### config.mk
export PLATFORM = sky130hd
export DESIGN_NAME = status_led_sequencer_core
export DESIGN_NICKNAME = d
export VERILOG_FILES = /design/src/hw/rtl/sls_pkg.sv /design/src/hw/rtl/sls_ctrl.sv /design/src/hw/rtl/sls_phase.sv /design/src/hw/rtl/sls_shade.sv /design/src/hw/rtl/status_led_sequencer_core.sv
export SDC_FILE = /design/constraint.sdc
export NUM_CORES = 2
export LEC_CHECK = 0
export BUFFER_PORTS_ARGS = -buffer_cell sky130_fd_sc_hd__buf_4
export CAP_MARGIN = 25
export CORE_ASPECT_RATIO = 0.7
export CORE_MARGIN = 1
export CORE_UTILIZATION = 63
export DETAILED_ROUTE_END_ITERATION = 16
export PLACE_DENSITY_LB_ADDON = 0.15
export SLEW_MARGIN = 20
export SYNTH_ARGS = -nofsm -noshare
export SYNTH_HDL_FRONTEND = slang
export SYNTH_SLANG_ARGS = --single-unit
export TNS_END_PERCENT = 5
### constraint.sdc
create_clock -name clk_i -period 16.31 [get_ports clk_i]
set_clock_uncertainty 0.15 [all_clocks]
set_input_delay 4.893 -clock clk_i [delete_from_list [all_inputs] [get_ports clk_i]]
set_output_delay 4.893 -clock clk_i [all_outputs]
set_load 0.02 [all_outputs]
### src/hw/rtl/sls_pkg.sv
// Status LED sequencer package: transaction types, palette, event and mode codes,
// and the elaboration-time constants for the phase divider and the quarter-wave sine table.
// No dependencies.
package sls_pkg;

  // Breathing waveform
  localparam int unsigned SINE_ENTRIES      = 1024;  // power of two, 64..4096
  localparam int unsigned BREATHE_PERIOD_MS = 3000;  // 100..60000

  localparam int unsigned SINE_W  = $clog2(SINE_ENTRIES);
  localparam int unsigned QUARTER = SINE_ENTRIES / 4;
  localparam int unsigned QTR_W   = SINE_W - 2;
  localparam int unsigned PHASE_W = $clog2(BREATHE_PERIOD_MS);
  localparam int unsigned MAG_W   = 15;
  localparam int unsigned SCALE_W = 17;
  localparam int unsigned SCALE_MID = 98304;          // 0.75 in Q17
  localparam int unsigned MAG_MAX   = 32767;
  localparam int unsigned Z_STEP    = (1 << 18) / SINE_ENTRIES;

  // Polynomial coefficients of the sine approximation
  localparam int unsigned SINE_A = 102944;
  localparam int unsigned SINE_B = 42334;
  localparam int unsigned SINE_C = 4926;

  // Residues of the byte weights of a 32-bit time modulo the period
  localparam int unsigned R8  = 256 % BREATHE_PERIOD_MS;
  localparam int unsigned R16 = 65536 % BREATHE_PERIOD_MS;
  localparam int unsigned R24 = (1 << 24) % BREATHE_PERIOD_MS;
  localparam int unsigned X_MAX = 255 * (R24 + R16 + R8) + 255;
  localparam int unsigned X_W   = $clog2(X_MAX + 1);

  // Reciprocal of the period, Q32, rounded down
  localparam int unsigned RECIP_SHIFT = 32;
  localparam logic [63:0] RECIP = (64'd1 << RECIP_SHIFT) / 64'(BREATHE_PERIOD_MS);
  localparam int unsigned RECIP_W = $clog2(RECIP + 64'd1);
  localparam int unsigned QX_W = X_W + RECIP_W - RECIP_SHIFT;
  localparam int unsigned Y_W  = PHASE_W + SINE_W;
  localparam int unsigned QY_W = Y_W + RECIP_W - RECIP_SHIFT;

  // Configuration port
  localparam int unsigned CFG_IDX_W  = 4;
  localparam int unsigned CFG_DATA_W = 16;
  localparam logic [CFG_IDX_W-1:0] CFG_BOOT_FLASH_MS    = CFG_IDX_W'(0);
  localparam logic [CFG_IDX_W-1:0] CFG_OVERRIDE_STEP_MS = CFG_IDX_W'(1);
  localparam logic [CFG_DATA_W-1:0] BOOT_FLASH_RST    = 16'd300;
  localparam logic [CFG_DATA_W-1:0] OVERRIDE_STEP_RST = 16'd1000;

  localparam logic [7:0] HOLD_FOREVER = 8'd255;

  typedef enum logic [2:0] {
    FUNC_TICK           = 3'd0,
    FUNC_BOOT           = 3'd1,
    FUNC_SET_MODE       = 3'd2,
    FUNC_SET_OVERRIDE   = 3'd3,
    FUNC_CLEAR_OVERRIDE = 3'd4
  } func_e;

  typedef enum logic [2:0] {
    MODE_OFF    = 3'd0,
    MODE_FLASH  = 3'd1,
    MODE_RED    = 3'd2,
    MODE_GREEN  = 3'd3,
    MODE_ORANGE = 3'd4
  } mode_e;

  typedef struct packed {
    logic [7:0] r;
    logic [7:0] g;
    logic [7:0] b;
  } rgb_t;

  typedef struct packed {
    logic [2:0]  func;
    logic [31:0] now_time;
    logic [2:0]  mode_code;
    logic [7:0]  red_in;
    logic [7:0]  green_in;
    logic [7:0]  blue_in;
    logic [7:0]  hold_seconds;
  } in_t;

  typedef struct packed {
    logic [7:0] led_red;
    logic [7:0] led_green;
    logic [7:0] led_blue;
    logic       override_shown;
  } out_t;

  typedef struct packed {
    logic                  valid;
    logic [CFG_IDX_W-1:0]  index;
    logic [CFG_DATA_W-1:0] data;
  } cfg_wr_t;

  // Colour decision carried down the pipeline next to the phase computation
  typedef struct packed {
    rgb_t base;
    logic breathe;
    logic shown;
  } job_t;

  // Per-stage load enables
  typedef struct packed {
    logic s1;
    logic s2;
    logic s3;
    logic s4;
    logic s5;
    logic s6;
    logic res;
  } pipe_en_t;

  localparam rgb_t WHITE = '{r: 8'd255, g: 8'd255, b: 8'd255};
  localparam rgb_t BLACK = '{r: 8'd0,   g: 8'd0,   b: 8'd0};

  function automatic rgb_t palette(input mode_e m);
    rgb_t c;
    case (m)
      MODE_FLASH:  c = WHITE;
      MODE_RED:    c = '{r: 8'd255, g: 8'd20, b: 8'd0};
      MODE_GREEN:  c = '{r: 8'd0,   g: 8'd80, b: 8'd0};
      MODE_ORANGE: c = '{r: 8'd255, g: 8'd80, b: 8'd0};
      default:     c = BLACK;
    endcase
    return c;
  endfunction

  // Sine magnitude at quarter-wave position kk (0..QUARTER), Q0.15
  function automatic logic [MAG_W-1:0] sine_mag(input int unsigned kk);
    logic [63:0] z;
    logic [63:0] z2;
    logic [63:0] inner;
    logic [63:0] mid;
    logic [63:0] s;
    z     = 64'(kk) * 64'(Z_STEP);
    z2    = (z * z) >> 16;
    inner = 64'(SINE_B) - ((z2 * 64'(SINE_C)) >> 16);
    mid   = 64'(SINE_A) - ((z2 * inner) >> 16);
    s     = ((z * mid) >> 16) >> 1;
    if (s > 64'(MAG_MAX)) s = 64'(MAG_MAX);
    return s[MAG_W-1:0];
  endfunction

  function automatic logic [QUARTER*MAG_W-1:0] sine_table();
    logic [QUARTER*MAG_W-1:0] tbl;
    tbl = '0;
    for (int k = 0; k < QUARTER; k++) begin
      tbl[k*MAG_W +: MAG_W] = sine_mag(k);
    end
    return tbl;
  endfunction

  localparam logic [QUARTER*MAG_W-1:0] SINE_TBL  = sine_table();
  localparam logic [MAG_W-1:0]         SINE_PEAK = sine_mag(QUARTER);

endpackage

### src/hw/rtl/sls_ctrl.sv
// Event decoder and sequencer state: mode, boot flash, override countdown, config registers.
// Decides the colour source for tick and boot transactions.
// Depends on sls_pkg.
module sls_ctrl (
  input  logic            clk_i,
  input  logic            rst_ni,
  input  sls_pkg::cfg_wr_t cfg_i,
  input  sls_pkg::in_t    item_i,
  input  logic            fire_i,
  output logic            has_result_o,
  output sls_pkg::job_t   job_o
);
  import sls_pkg::*;

  logic [CFG_DATA_W-1:0] boot_ms_q, boot_ms_d;
  logic [CFG_DATA_W-1:0] step_ms_q, step_ms_d;
  mode_e                 mode_q, mode_d;
  logic                  ov_on_q, ov_on_d;
  rgb_t                  ov_colour_q, ov_colour_d;
  logic [7:0]            ov_left_q, ov_left_d;
  logic [31:0]           ov_mark_q, ov_mark_d;
  logic [31:0]           flash_end_q, flash_end_d;

  logic [31:0] elapsed;
  logic        step_due;
  logic        flash_lit;

  assign elapsed   = item_i.now_time - ov_mark_q;
  assign step_due  = ov_on_q && (ov_left_q != HOLD_FOREVER) &&
                     (elapsed >= {16'b0, step_ms_q});
  assign flash_lit = item_i.now_time < flash_end_q;

  always_comb begin
    boot_ms_d    = boot_ms_q;
    step_ms_d    = step_ms_q;
    mode_d       = mode_q;
    ov_on_d      = ov_on_q;
    ov_colour_d  = ov_colour_q;
    ov_left_d    = ov_left_q;
    ov_mark_d    = ov_mark_q;
    flash_end_d  = flash_end_q;
    has_result_o = 1'b0;
    job_o        = '0;

    case (item_i.func)
      FUNC_TICK: begin
        has_result_o = 1'b1;
        if (step_due) begin
          ov_mark_d = ov_mark_q + {16'b0, step_ms_q};
          ov_left_d = ov_left_q - 8'd1;
          if (ov_left_q == 8'd1) ov_on_d = 1'b0;
        end
        if (ov_on_d) begin
          job_o.base  = ov_colour_q;
          job_o.shown = 1'b1;
        end else begin
          case (mode_q)
            MODE_FLASH: begin
              if (flash_lit) job_o.base = WHITE;
              else mode_d = MODE_OFF;
            end
            MODE_RED, MODE_GREEN, MODE_ORANGE: begin
              job_o.base    = palette(mode_q);
              job_o.breathe = 1'b1;
            end
            default: job_o.base = BLACK;
          endcase
        end
      end
      FUNC_BOOT: begin
        has_result_o = 1'b1;
        mode_d       = MODE_FLASH;
        flash_end_d  = item_i.now_time + {16'b0, boot_ms_q};
      end
      FUNC_SET_MODE: begin
        if (item_i.mode_code inside {MODE_OFF, MODE_RED, MODE_GREEN, MODE_ORANGE}) begin
          mode_d = mode_e'(item_i.mode_code);
        end
      end
      FUNC_SET_OVERRIDE: begin
        if (item_i.hold_seconds == 8'd0) begin
          ov_on_d   = 1'b0;
          ov_left_d = 8'd0;
        end else begin
          ov_colour_d = '{r: item_i.red_in, g: item_i.green_in, b: item_i.blue_in};
          ov_left_d   = item_i.hold_seconds;
          ov_on_d     = 1'b1;
          ov_mark_d   = item_i.now_time;
        end
      end
      FUNC_CLEAR_OVERRIDE: begin
        ov_on_d   = 1'b0;
        ov_left_d = 8'd0;
      end
      default: ;
    endcase

    if (cfg_i.valid && (cfg_i.index == CFG_BOOT_FLASH_MS)) boot_ms_d = cfg_i.data;
    if (cfg_i.valid && (cfg_i.index == CFG_OVERRIDE_STEP_MS)) step_ms_d = cfg_i.data;
  end

  always_ff @(posedge clk_i or negedge rst_ni) begin
    if (!rst_ni) begin
      boot_ms_q   <= BOOT_FLASH_RST;
      step_ms_q   <= OVERRIDE_STEP_RST;
      mode_q      <= MODE_OFF;
      ov_on_q     <= 1'b0;
      ov_colour_q <= BLACK;
      ov_left_q   <= 8'd0;
      ov_mark_q   <= 32'd0;
      flash_end_q <= 32'd0;
    end else begin
      boot_ms_q <= boot_ms_d;
      step_ms_q <= step_ms_d;
      if (fire_i) begin
        mode_q      <= mode_d;
        ov_on_q     <= ov_on_d;
        ov_colour_q <= ov_colour_d;
        ov_left_q   <= ov_left_d;
        ov_mark_q   <= ov_mark_d;
        flash_end_q <= flash_end_d;
      end
    end
  end

endmodule

### src/hw/rtl/sls_phase.sv
// Phase pipeline: time modulo the breathing period, then the sine table index.
// Constant division by reciprocal multiply with one correction step. Depends on sls_pkg.
module sls_phase (
  input  logic                     clk_i,
  input  sls_pkg::pipe_en_t        en_i,
  input  logic [31:0]              now_i,
  input  sls_pkg::job_t            job_i,
  output logic [sls_pkg::SINE_W-1:0] idx_o,
  output sls_pkg::job_t            job_o
);
  import sls_pkg::*;

  logic [X_W-1:0]         x_d, x_q, x2_q;
  logic [X_W+RECIP_W-1:0] prod_x;
  logic [QX_W-1:0]        qe_q;
  logic [X_W-1:0]         qp, rem;
  logic [PHASE_W-1:0]     ph_d, ph_q, ph4_q;
  logic [Y_W-1:0]         y3, y4, q2p, rem2;
  logic [Y_W+RECIP_W-1:0] prod_y;
  logic [SINE_W-1:0]      q2e_d, q2e_q, idx_d, idx_q;
  job_t                   j1_q, j2_q, j3_q, j4_q, j5_q;

  // Fold the four bytes by their residues; stays far below 2^32
  assign x_d = X_W'(now_i[31:24]) * X_W'(R24) + X_W'(now_i[23:16]) * X_W'(R16) +
               X_W'(now_i[15:8]) * X_W'(R8) + X_W'(now_i[7:0]);

  assign prod_x = (X_W+RECIP_W)'(x_q) * (X_W+RECIP_W)'(RECIP);

  // Estimate is low by at most one period
  assign qp   = X_W'(qe_q) * X_W'(BREATHE_PERIOD_MS);
  assign rem  = x2_q - qp;
  assign ph_d = (rem >= X_W'(BREATHE_PERIOD_MS)) ? PHASE_W'(rem - X_W'(BREATHE_PERIOD_MS))
                                                 : PHASE_W'(rem);

  assign y3     = {ph_q, {SINE_W{1'b0}}};
  assign prod_y = (Y_W+RECIP_W)'(y3) * (Y_W+RECIP_W)'(RECIP);
  assign q2e_d  = SINE_W'(prod_y[Y_W+RECIP_W-1 -: QY_W]);

  assign y4    = {ph4_q, {SINE_W{1'b0}}};
  assign q2p   = Y_W'(q2e_q) * Y_W'(BREATHE_PERIOD_MS);
  assign rem2  = y4 - q2p;
  assign idx_d = q2e_q + SINE_W'(rem2 >= Y_W'(BREATHE_PERIOD_MS));

  always_ff @(posedge clk_i) begin
    if (en_i.s1) begin
      x_q  <= x_d;
      j1_q <= job_i;
    end
    if (en_i.s2) begin
      qe_q <= prod_x[X_W+RECIP_W-1 -: QX_W];
      x2_q <= x_q;
      j2_q <= j1_q;
    end
    if (en_i.s3) begin
      ph_q <= ph_d;
      j3_q <= j2_q;
    end
    if (en_i.s4) begin
      q2e_q <= q2e_d;
      ph4_q <= ph_q;
      j4_q  <= j3_q;
    end
    if (en_i.s5) begin
      idx_q <= idx_d;
      j5_q  <= j4_q;
    end
  end

  assign idx_o = idx_q;
  assign job_o = j5_q;

endmodule

### src/hw/rtl/sls_shade.sv
// Shading stages: quarter-wave sine lookup to a Q17 scale, then per-channel scaling
// into the result register. Depends on sls_pkg.
module sls_shade (
  input  logic                       clk_i,
  input  sls_pkg::pipe_en_t          en_i,
  input  logic [sls_pkg::SINE_W-1:0] idx_i,
  input  sls_pkg::job_t              job_i,
  output sls_pkg::out_t              out_o
);
  import sls_pkg::*;

  logic [1:0]          quad;
  logic [QTR_W-1:0]    k;
  logic [QTR_W:0]      kk;
  logic [MAG_W-1:0]    mag;
  logic [SCALE_W-1:0]  scale_d, scale_q;
  job_t                j6_q;
  logic [SCALE_W+7:0]  prod_r, prod_g, prod_b;
  out_t                out_d, out_q;

  assign quad = idx_i[SINE_W-1 -: 2];
  assign k    = idx_i[QTR_W-1:0];
  // Mirror the odd quadrants; the top position is the peak entry
  assign kk   = quad[0] ? ((QTR_W+1)'(QUARTER) - {1'b0, k}) : {1'b0, k};
  assign mag  = kk[QTR_W] ? SINE_PEAK : SINE_TBL[kk[QTR_W-1:0]*MAG_W +: MAG_W];
  assign scale_d = quad[1] ? (SCALE_W'(SCALE_MID) - SCALE_W'(mag))
                           : (SCALE_W'(SCALE_MID) + SCALE_W'(mag));

  assign prod_r = (SCALE_W+8)'(j6_q.base.r) * (SCALE_W+8)'(scale_q);
  assign prod_g = (SCALE_W+8)'(j6_q.base.g) * (SCALE_W+8)'(scale_q);
  assign prod_b = (SCALE_W+8)'(j6_q.base.b) * (SCALE_W+8)'(scale_q);

  always_comb begin
    out_d.override_shown = j6_q.shown;
    if (j6_q.breathe) begin
      out_d.led_red   = prod_r[SCALE_W +: 8];
      out_d.led_green = prod_g[SCALE_W +: 8];
      out_d.led_blue  = prod_b[SCALE_W +: 8];
    end else begin
      out_d.led_red   = j6_q.base.r;
      out_d.led_green = j6_q.base.g;
      out_d.led_blue  = j6_q.base.b;
    end
  end

  always_ff @(posedge clk_i) begin
    if (en_i.s6) begin
      scale_q <= scale_d;
      j6_q    <= job_i;
    end
    if (en_i.res) out_q <= out_d;
  end

  assign out_o = out_q;

endmodule

### src/hw/rtl/status_led_sequencer_core.sv
// Status LED sequencer top level: input register, event control, phase and shading pipeline.
// Depends on sls_pkg, sls_ctrl, sls_phase, sls_shade.
//
//   channel  direction  handshake                 transaction payload
//   in       sink       in_valid_i / in_stall_o   in_data_i  (sls_pkg::in_t)
//   out      source     out_valid_o / out_stall_i out_data_o (sls_pkg::out_t)
//   cfg      sink       cfg_valid_i / cfg_ready_o cfg_index_i, cfg_data_i
//
// One transaction enters per cycle while in_stall_o is low. A tick or boot result passes
// from the input register through six pipeline stages to the output register; the depth is set by
// the two reciprocal-multiply divisions and the sine scaling. Other events update state
// when they leave the input register and produce nothing.
// Reset clears all valid flags and the sequencer state and restores boot_flash_ms 300 and
// override_step_ms 1000. An output stall backs up stage by stage; bubbles close up, and
// in_stall_o rises only once every stage holds a transaction. cfg_ready_o stays high.
module status_led_sequencer_core (
  input  logic                               clk_i,
  input  logic                               rst_ni,
  input  logic                               in_valid_i,
  output logic                               in_stall_o,
  input  sls_pkg::in_t                       in_data_i,
  output logic                               out_valid_o,
  input  logic                               out_stall_i,
  output sls_pkg::out_t                      out_data_o,
  input  logic                               cfg_valid_i,
  output logic                               cfg_ready_o,
  input  logic [sls_pkg::CFG_IDX_W-1:0]      cfg_index_i,
  input  logic [sls_pkg::CFG_DATA_W-1:0]     cfg_data_i
);
  import sls_pkg::*;

  in_t      in_q;
  logic     in_valid_q;
  logic [6:1] s_valid_q;
  logic     out_valid_q;

  pipe_en_t en;
  logic     in_en;
  logic     fire;
  logic     has_result;
  job_t     job_s0;
  job_t     job_s5;
  logic [SINE_W-1:0] idx_s5;
  cfg_wr_t  cfg_wr;

  // Advance a stage when it is empty or its successor advances
  assign en.res = !out_valid_q || !out_stall_i;
  assign en.s6  = !s_valid_q[6] || en.res;
  assign en.s5  = !s_valid_q[5] || en.s6;
  assign en.s4  = !s_valid_q[4] || en.s5;
  assign en.s3  = !s_valid_q[3] || en.s4;
  assign en.s2  = !s_valid_q[2] || en.s3;
  assign en.s1  = !s_valid_q[1] || en.s2;
  assign in_en  = !in_valid_q || en.s1;
  assign fire   = in_valid_q && en.s1;

  assign in_stall_o  = !in_en;
  assign out_valid_o = out_valid_q;
  assign cfg_ready_o = 1'b1;

  assign cfg_wr = '{valid: cfg_valid_i, index: cfg_index_i, data: cfg_data_i};

  always_ff @(posedge clk_i or negedge rst_ni) begin
    if (!rst_ni) begin
      in_valid_q  <= 1'b0;
      s_valid_q   <= '0;
      out_valid_q <= 1'b0;
    end else begin
      if (in_en)  in_valid_q   <= in_valid_i;
      // Drop events that produce no result here
      if (en.s1)  s_valid_q[1] <= in_valid_q && has_result;
      if (en.s2)  s_valid_q[2] <= s_valid_q[1];
      if (en.s3)  s_valid_q[3] <= s_valid_q[2];
      if (en.s4)  s_valid_q[4] <= s_valid_q[3];
      if (en.s5)  s_valid_q[5] <= s_valid_q[4];
      if (en.s6)  s_valid_q[6] <= s_valid_q[5];
      if (en.res) out_valid_q  <= s_valid_q[6];
    end
  end

  always_ff @(posedge clk_i) begin
    if (in_en) in_q <= in_data_i;
  end

  sls_ctrl u_ctrl (
    .clk_i        (clk_i),
    .rst_ni       (rst_ni),
    .cfg_i        (cfg_wr),
    .item_i       (in_q),
    .fire_i       (fire),
    .has_result_o (has_result),
    .job_o        (job_s0)
  );

  sls_phase u_phase (
    .clk_i (clk_i),
    .en_i  (en),
    .now_i (in_q.now_time),
    .job_i (job_s0),
    .idx_o (idx_s5),
    .job_o (job_s5)
  );

  sls_shade u_shade (
    .clk_i (clk_i),
    .en_i  (en),
    .idx_i (idx_s5),
    .job_i (job_s5),
    .out_o (out_data_o)
  );

  // Input backs up only when the whole pipeline is full and the output is held
  a_stall_full: assert property (@(posedge clk_i) disable iff (!rst_ni)
    in_stall_o |-> ((&s_valid_q) && out_valid_q && out_stall_i))
    else $error("input stalled with room in the pipeline");

  // Tick and boot always enter the pipeline
  a_result_enters: assert property (@(posedge clk_i) disable iff (!rst_ni)
    (fire && (in_q.func == FUNC_TICK || in_q.func == FUNC_BOOT)) |=> s_valid_q[1])
    else $error("tick or boot transaction lost at decode");

  // A new result comes only from the last pipeline stage
  a_out_source: assert property (@(posedge clk_i) disable iff (!rst_ni)
    $rose(out_valid_q) |-> $past(s_valid_q[6]))
    else $error("result appeared without a stage six transaction");

endmodule
## Word-level counts from Yosys, hierarchy flattened

Cells that the tools add are included.

| operators by class | value |
|---|---|
| $add $sub $neg | 14 |
| reductions and logical operators | 41 |
| bitwise logic cells | 2 |
| equality and inequality tests | 20 |
| magnitude comparators | 4 |
| multipliers | 10 |
| mux-type cells | 28 |
| shift operators | 1 |

Operator list:

| operator | number |
|---|---|
| indexed part select 3840 x 13 -> 15 bit, first input constant | 1 |
| multiplier 8 x 17 -> 25 bit | 3 |
| 2-to-1 mux 24 bit | 3 |
| one-hot mux 24 bit (3 select lines) | 1 |
| adder 32 x 16 -> 32 bit | 2 |
| 2-to-1 mux 32 bit | 2 |
| one-hot mux 32 bit (2 select lines) | 1 |
| one-hot mux 24 bit (2 select lines) | 1 |
| multiplier 20 x 21 -> 41 bit, second input constant | 1 |
| >= comparator 32 x 16 -> 1 bit | 1 |
| less-than comparator 32 bit | 1 |
| multiplier 12 x 21 -> 32 bit, second input constant | 1 |
| subtractor 32 bit | 1 |
| one-hot mux 8 bit (3 select lines) | 1 |
| >= comparator 22 x 12 -> 1 bit, second input constant | 1 |
| subtractor 22 bit | 1 |
| adder 19 x 20 -> 20 bit | 1 |
| adder 20 x 16 -> 20 bit | 1 |
| adder 20 x 8 -> 20 bit | 1 |
| >= comparator 20 x 12 -> 1 bit, second input constant | 1 |
| subtractor 20 bit | 1 |
| multiplier 10 x 9 -> 19 bit, second input constant | 1 |
| == test 3 x 2 -> 1 bit, second input constant | 6 |
| adder 16 x 16 -> 17 bit, first input constant | 1 |
| 41 further kinds | 85 |

| storage, ports and cells | value |
|---|---|
| word-level logic and storage cells | 187 |
| output and inout bits | 28 |
| bits in registers | 501 |
| input bits | 95 |

## Depth between registers and ports, before layout

| logic depth | value |
|---|---|
| depth in word-level cells | 10 |
| depth in mapped cells | 33 |
| depth with buffers taken out | 33 |

## Hierarchy

From an unflattened synthesis, not the netlist that was laid out.

| second synthesis, totals | value |
|---|---|
| cells, all modules | 6071 |
| area, all modules | 59499.6 um^2 |

Modules (own cells, without submodules):

| module | cells each | area each (um^2) | times used | seq. area each (um^2) |
|---|---|---|---|---|
| sls_phase | 2293 | 26110.0 | 1 | 6696.4 |
| sls_shade | 2360 | 19879.1 | 1 | 2011.9 |
| sls_ctrl | 1314 | 11031.8 | 1 | 3315.7 |
| status_led_sequencer_core | 104 | 2478.6 | 1 | 2302.2 |

## Least setup slack after synthesis

No wires, ideal clock.

| timing | value |
|---|---|
| kind | input-to-output |
| start | input port out_stall_i |
| end | output port in_stall_o |
| data required time | 11.267 ns |
| buffers on the path | 0 |
| arrival | 8.774 ns |
| stages on the path | 6 |
| setup slack | 2.493 ns |
| cell sequence | and3_1 > and3_1 > nand4_1 > inv_1 > nand2_1 > inv_1 |

RTL lines:

| item | line | text |
|---|---|---|
| from (decl) | status_led_sequencer_core.sv:23 | `input logic out_stall_i,` |
| to (decl) | status_led_sequencer_core.sv:20 | `output logic in_stall_o,` |

==> reports/qor.yml <==
cells_and_area:
  finalNetCount: 7539
  fin_util_pct: 68.0
  stdcell_count: 7346
  drive_gt1_share_pct: 6.92
  syn_to_final_growth_pct: 6.69
detailed_routing:
  drc: 0
  ant_nets: 0
  via_per_inst: 6.05
  dr.first_iter.drc_count: 4498
  vias: 44400
  firstDrtPassIters: 6
  wl_um: 152000
  post_drt_wl_per_cell_um: 20.7
grt:
  grtUsageTotal_pct: 32.5
  antenna_found_initial: 1
  grt-ovfl-total: 0
  grt_pass1_vias: 44500
  grtUsageMet2_pct: 47.6
  grt_pass1_wl_um: 244000
  grt_util_met3_pct: 7.81
  grt-busiest-layer: "met1"
  grt_max_degree: 80
  grt_use_met1_pct: 48.5
worst_setup_path:
  reg2reg_slack_ns: 8.52
  cp.arrival_ns: 7.02
  path_class: "in2out"
  end_kind: "primary output"
  reg2reg_depth: 33
  r2r_end: "u_phase.idx_o[8]"
  rr_startpoint: "u_phase.q2e_q[3]"
  critPathMaxFanout: 50
  cp-start-kind: "input pin"
  cp.required_ns: 11.27
synthesis:
  syn_nets: 7551
  ys_seq_elements: 500
  synth_top_area_share_pct: 20.6
  synthTopCellsByCount: "inv_1, ha_1, fa_1"
  synthArstFlopShare_pct: 28.0
  ys_types: 112
  ys_seq_area_share_pct: 24.4
  ys.flop_type: "edfxtp_1"
  synth_most_common_cell: "inv_1"
  syn-cell-area_um2: 58700
  synth.avg_cell_area_um2: 9.67
  yosys.area.top_type: "fa_1"
  ys_warn_count: 0
  synth_edf_count: 360
  yosys-top-cells-area: "fa_1, edfxtp_1, ha_1"
  synth_cells: 6077
clocking:
  cts_made_buffers: 53
  cts_resized: 0
  cts.clk_slew.worst_paths_ns: 0.06
  clk_path_buf_depth: 3
  postCtsSetupBuffers: 0
  clkSinkCount: 500
  hold_buffers: 0
  root_buffer: "clkbuf_16"
  cts_tree: "done"
  htree_levels: 2
  clk_latency_ns: 0.65
placement:
  dp_cells: 7242
  port_buffers: 121
  dp_hpwl_um: 116000
  gp_congestion: 1.03
timing:
  whs_ns: 0.240
  slew_viol_final: 0
  period_share_pct: 74.0
  fin_setup_tns_ns: 0
  hold_viol: 0
  maxSlewHeadroom_pct: 24.9
  setup_viol: 0
  fmax_mhz: 82.9
  max_slew.worst_pin.slew_ns: 1.12
  period_minus_slack_ns: 12.06
  rsz0062_at_grt: "false"
flow_run:
  max_cap_viol_count: 0
min_path:
  hold_path.class: "reg2reg"
  whs_endpoint: "u_phase.job_o[7]"
  holdPathStages: 0
  hp-start: "u_phase.j4_q[7]"
floorplan:
  start_util_pct: 63.7
  num_rows: 93
  pin_count: 123
  die_width_um: 367
  core_um2: 92200
  die_area_um2: 94500
  die_h_um: 257
outcome:
  status: "finished clean"
-- worst max-delay path, stage by stage --
cell     delay (ns)
buf_4          0.11
and3_1         0.19
and3_1         0.26
nand4_1        0.12
buf_4          0.55
inv_1          0.17
nand2_4        0.40
inv_1          0.08
buf_4          0.17
-- metal layers --
metal,part of all wire [%],wire [µm]
met2,42,64400
met3,9.7,14700
met4,2.3,3510
met1,46,69400
met5,0,0
-- cells in the final DEF, fill, tap and decap left out, types with 56 or more instances in the layout --
cell type  Yosys  routed
ha_1         774     774
buf_4         11     183
inv_1       1047    1045
nor3_1       100     100
xor2_1        77      77
a21o_1        94      94
o21ai_0      250     250
a21oi_1      283     283
nor2_1       219     218
nand2_1      548     545
a211oi_1      56      56
xnor2_1      145     144
and2_1       183     182
fa_1         605     605
edfxtp_1     360     360
nand3_1       84      82
dfrtp_1      130     130
o211ai_1      58      58
-- area by class of cell --
class                           instances  area (µm²)
Tap cell                             1235        1550
Clock inverter                         41         577
Fill cell                            7282       29500
Inverter                             1054        3960
Multi-Input combinational cell       4268       39400
Antenna cell                            2        5.00
Timing Repair Buffer                  188        1480
Sequential cell                       500       14300
Clock buffer                           58        1380
-- flip-flops by register name, indices dropped and copies added, names as in the netlist, 3 cells and up --
signal              count
u_phase.x_q            20
u_shade.j6_q           26
u_phase.j2_q           26
u_ctrl.ov_mark_q       32
u_phase.j4_q           26
u_phase.j3_q           26
u_phase.ph4_q          12
u_ctrl.mode_q           3
s_valid_q               6
u_ctrl.boot_ms_q       16
u_phase.idx_o          10
in_q                   70
u_ctrl.step_ms_q       16
u_phase.q2e_q          10
u_phase.ph_q           12
u_phase.job_o          26
u_phase.x2_q           20
u_shade.scale_q        16
u_ctrl.ov_colour_q     24
u_shade.out_o          25
u_ctrl.flash_end_q     32
u_ctrl.ov_left_q        8
u_phase.qe_q            9
u_phase.j1_q           26
-- worst max path at each step --
| stage | startpoint | endpoint | slack [ns] | cells past startpoint |
|---|---|---|---|---|
| after floorplan | out_stall_i | in_stall_o | 2.49 | 6 |
| after global placement | out_stall_i | in_stall_o | 4.25 | 9 |
| after detailed placement | out_stall_i | in_stall_o | 4.23 | 9 |
| after CTS | out_stall_i | in_stall_o | 4.23 | 9 |
| after global routing | out_stall_i | in_stall_o | 4.10 | 9 |
| final | out_stall_i | in_stall_o | 4.25 | 9 |
-- kinds of logic (layout without fill, tap and decap cells) --
group,count (synthesis),count (layout),synth area share [%]
buf+inv,1309,1341,8.64
xor+xnor,223,223,3.34
flops,500,500,24.4
other cells,1,3,0.00638
simple gates,1425,1425,11.8
fa+ha+maj,1379,1379,37.1
compound gates,1168,1168,13.3
mux,72,72,1.38
-- through the flow --
step / instance area [µm²] / setup slack, ns
after floorplan: 58700 / 2.49
after global placement: 60600 / 4.25
after detailed placement: 60600 / 4.23
after CTS: 62600 / 4.23
after global routing: 62700 / 4.10
final: 62700 / 4.25
Power is left out: the tool's default activity adds up to more than one toggle a clock period on the data nets, which glitch-free logic cannot reach.
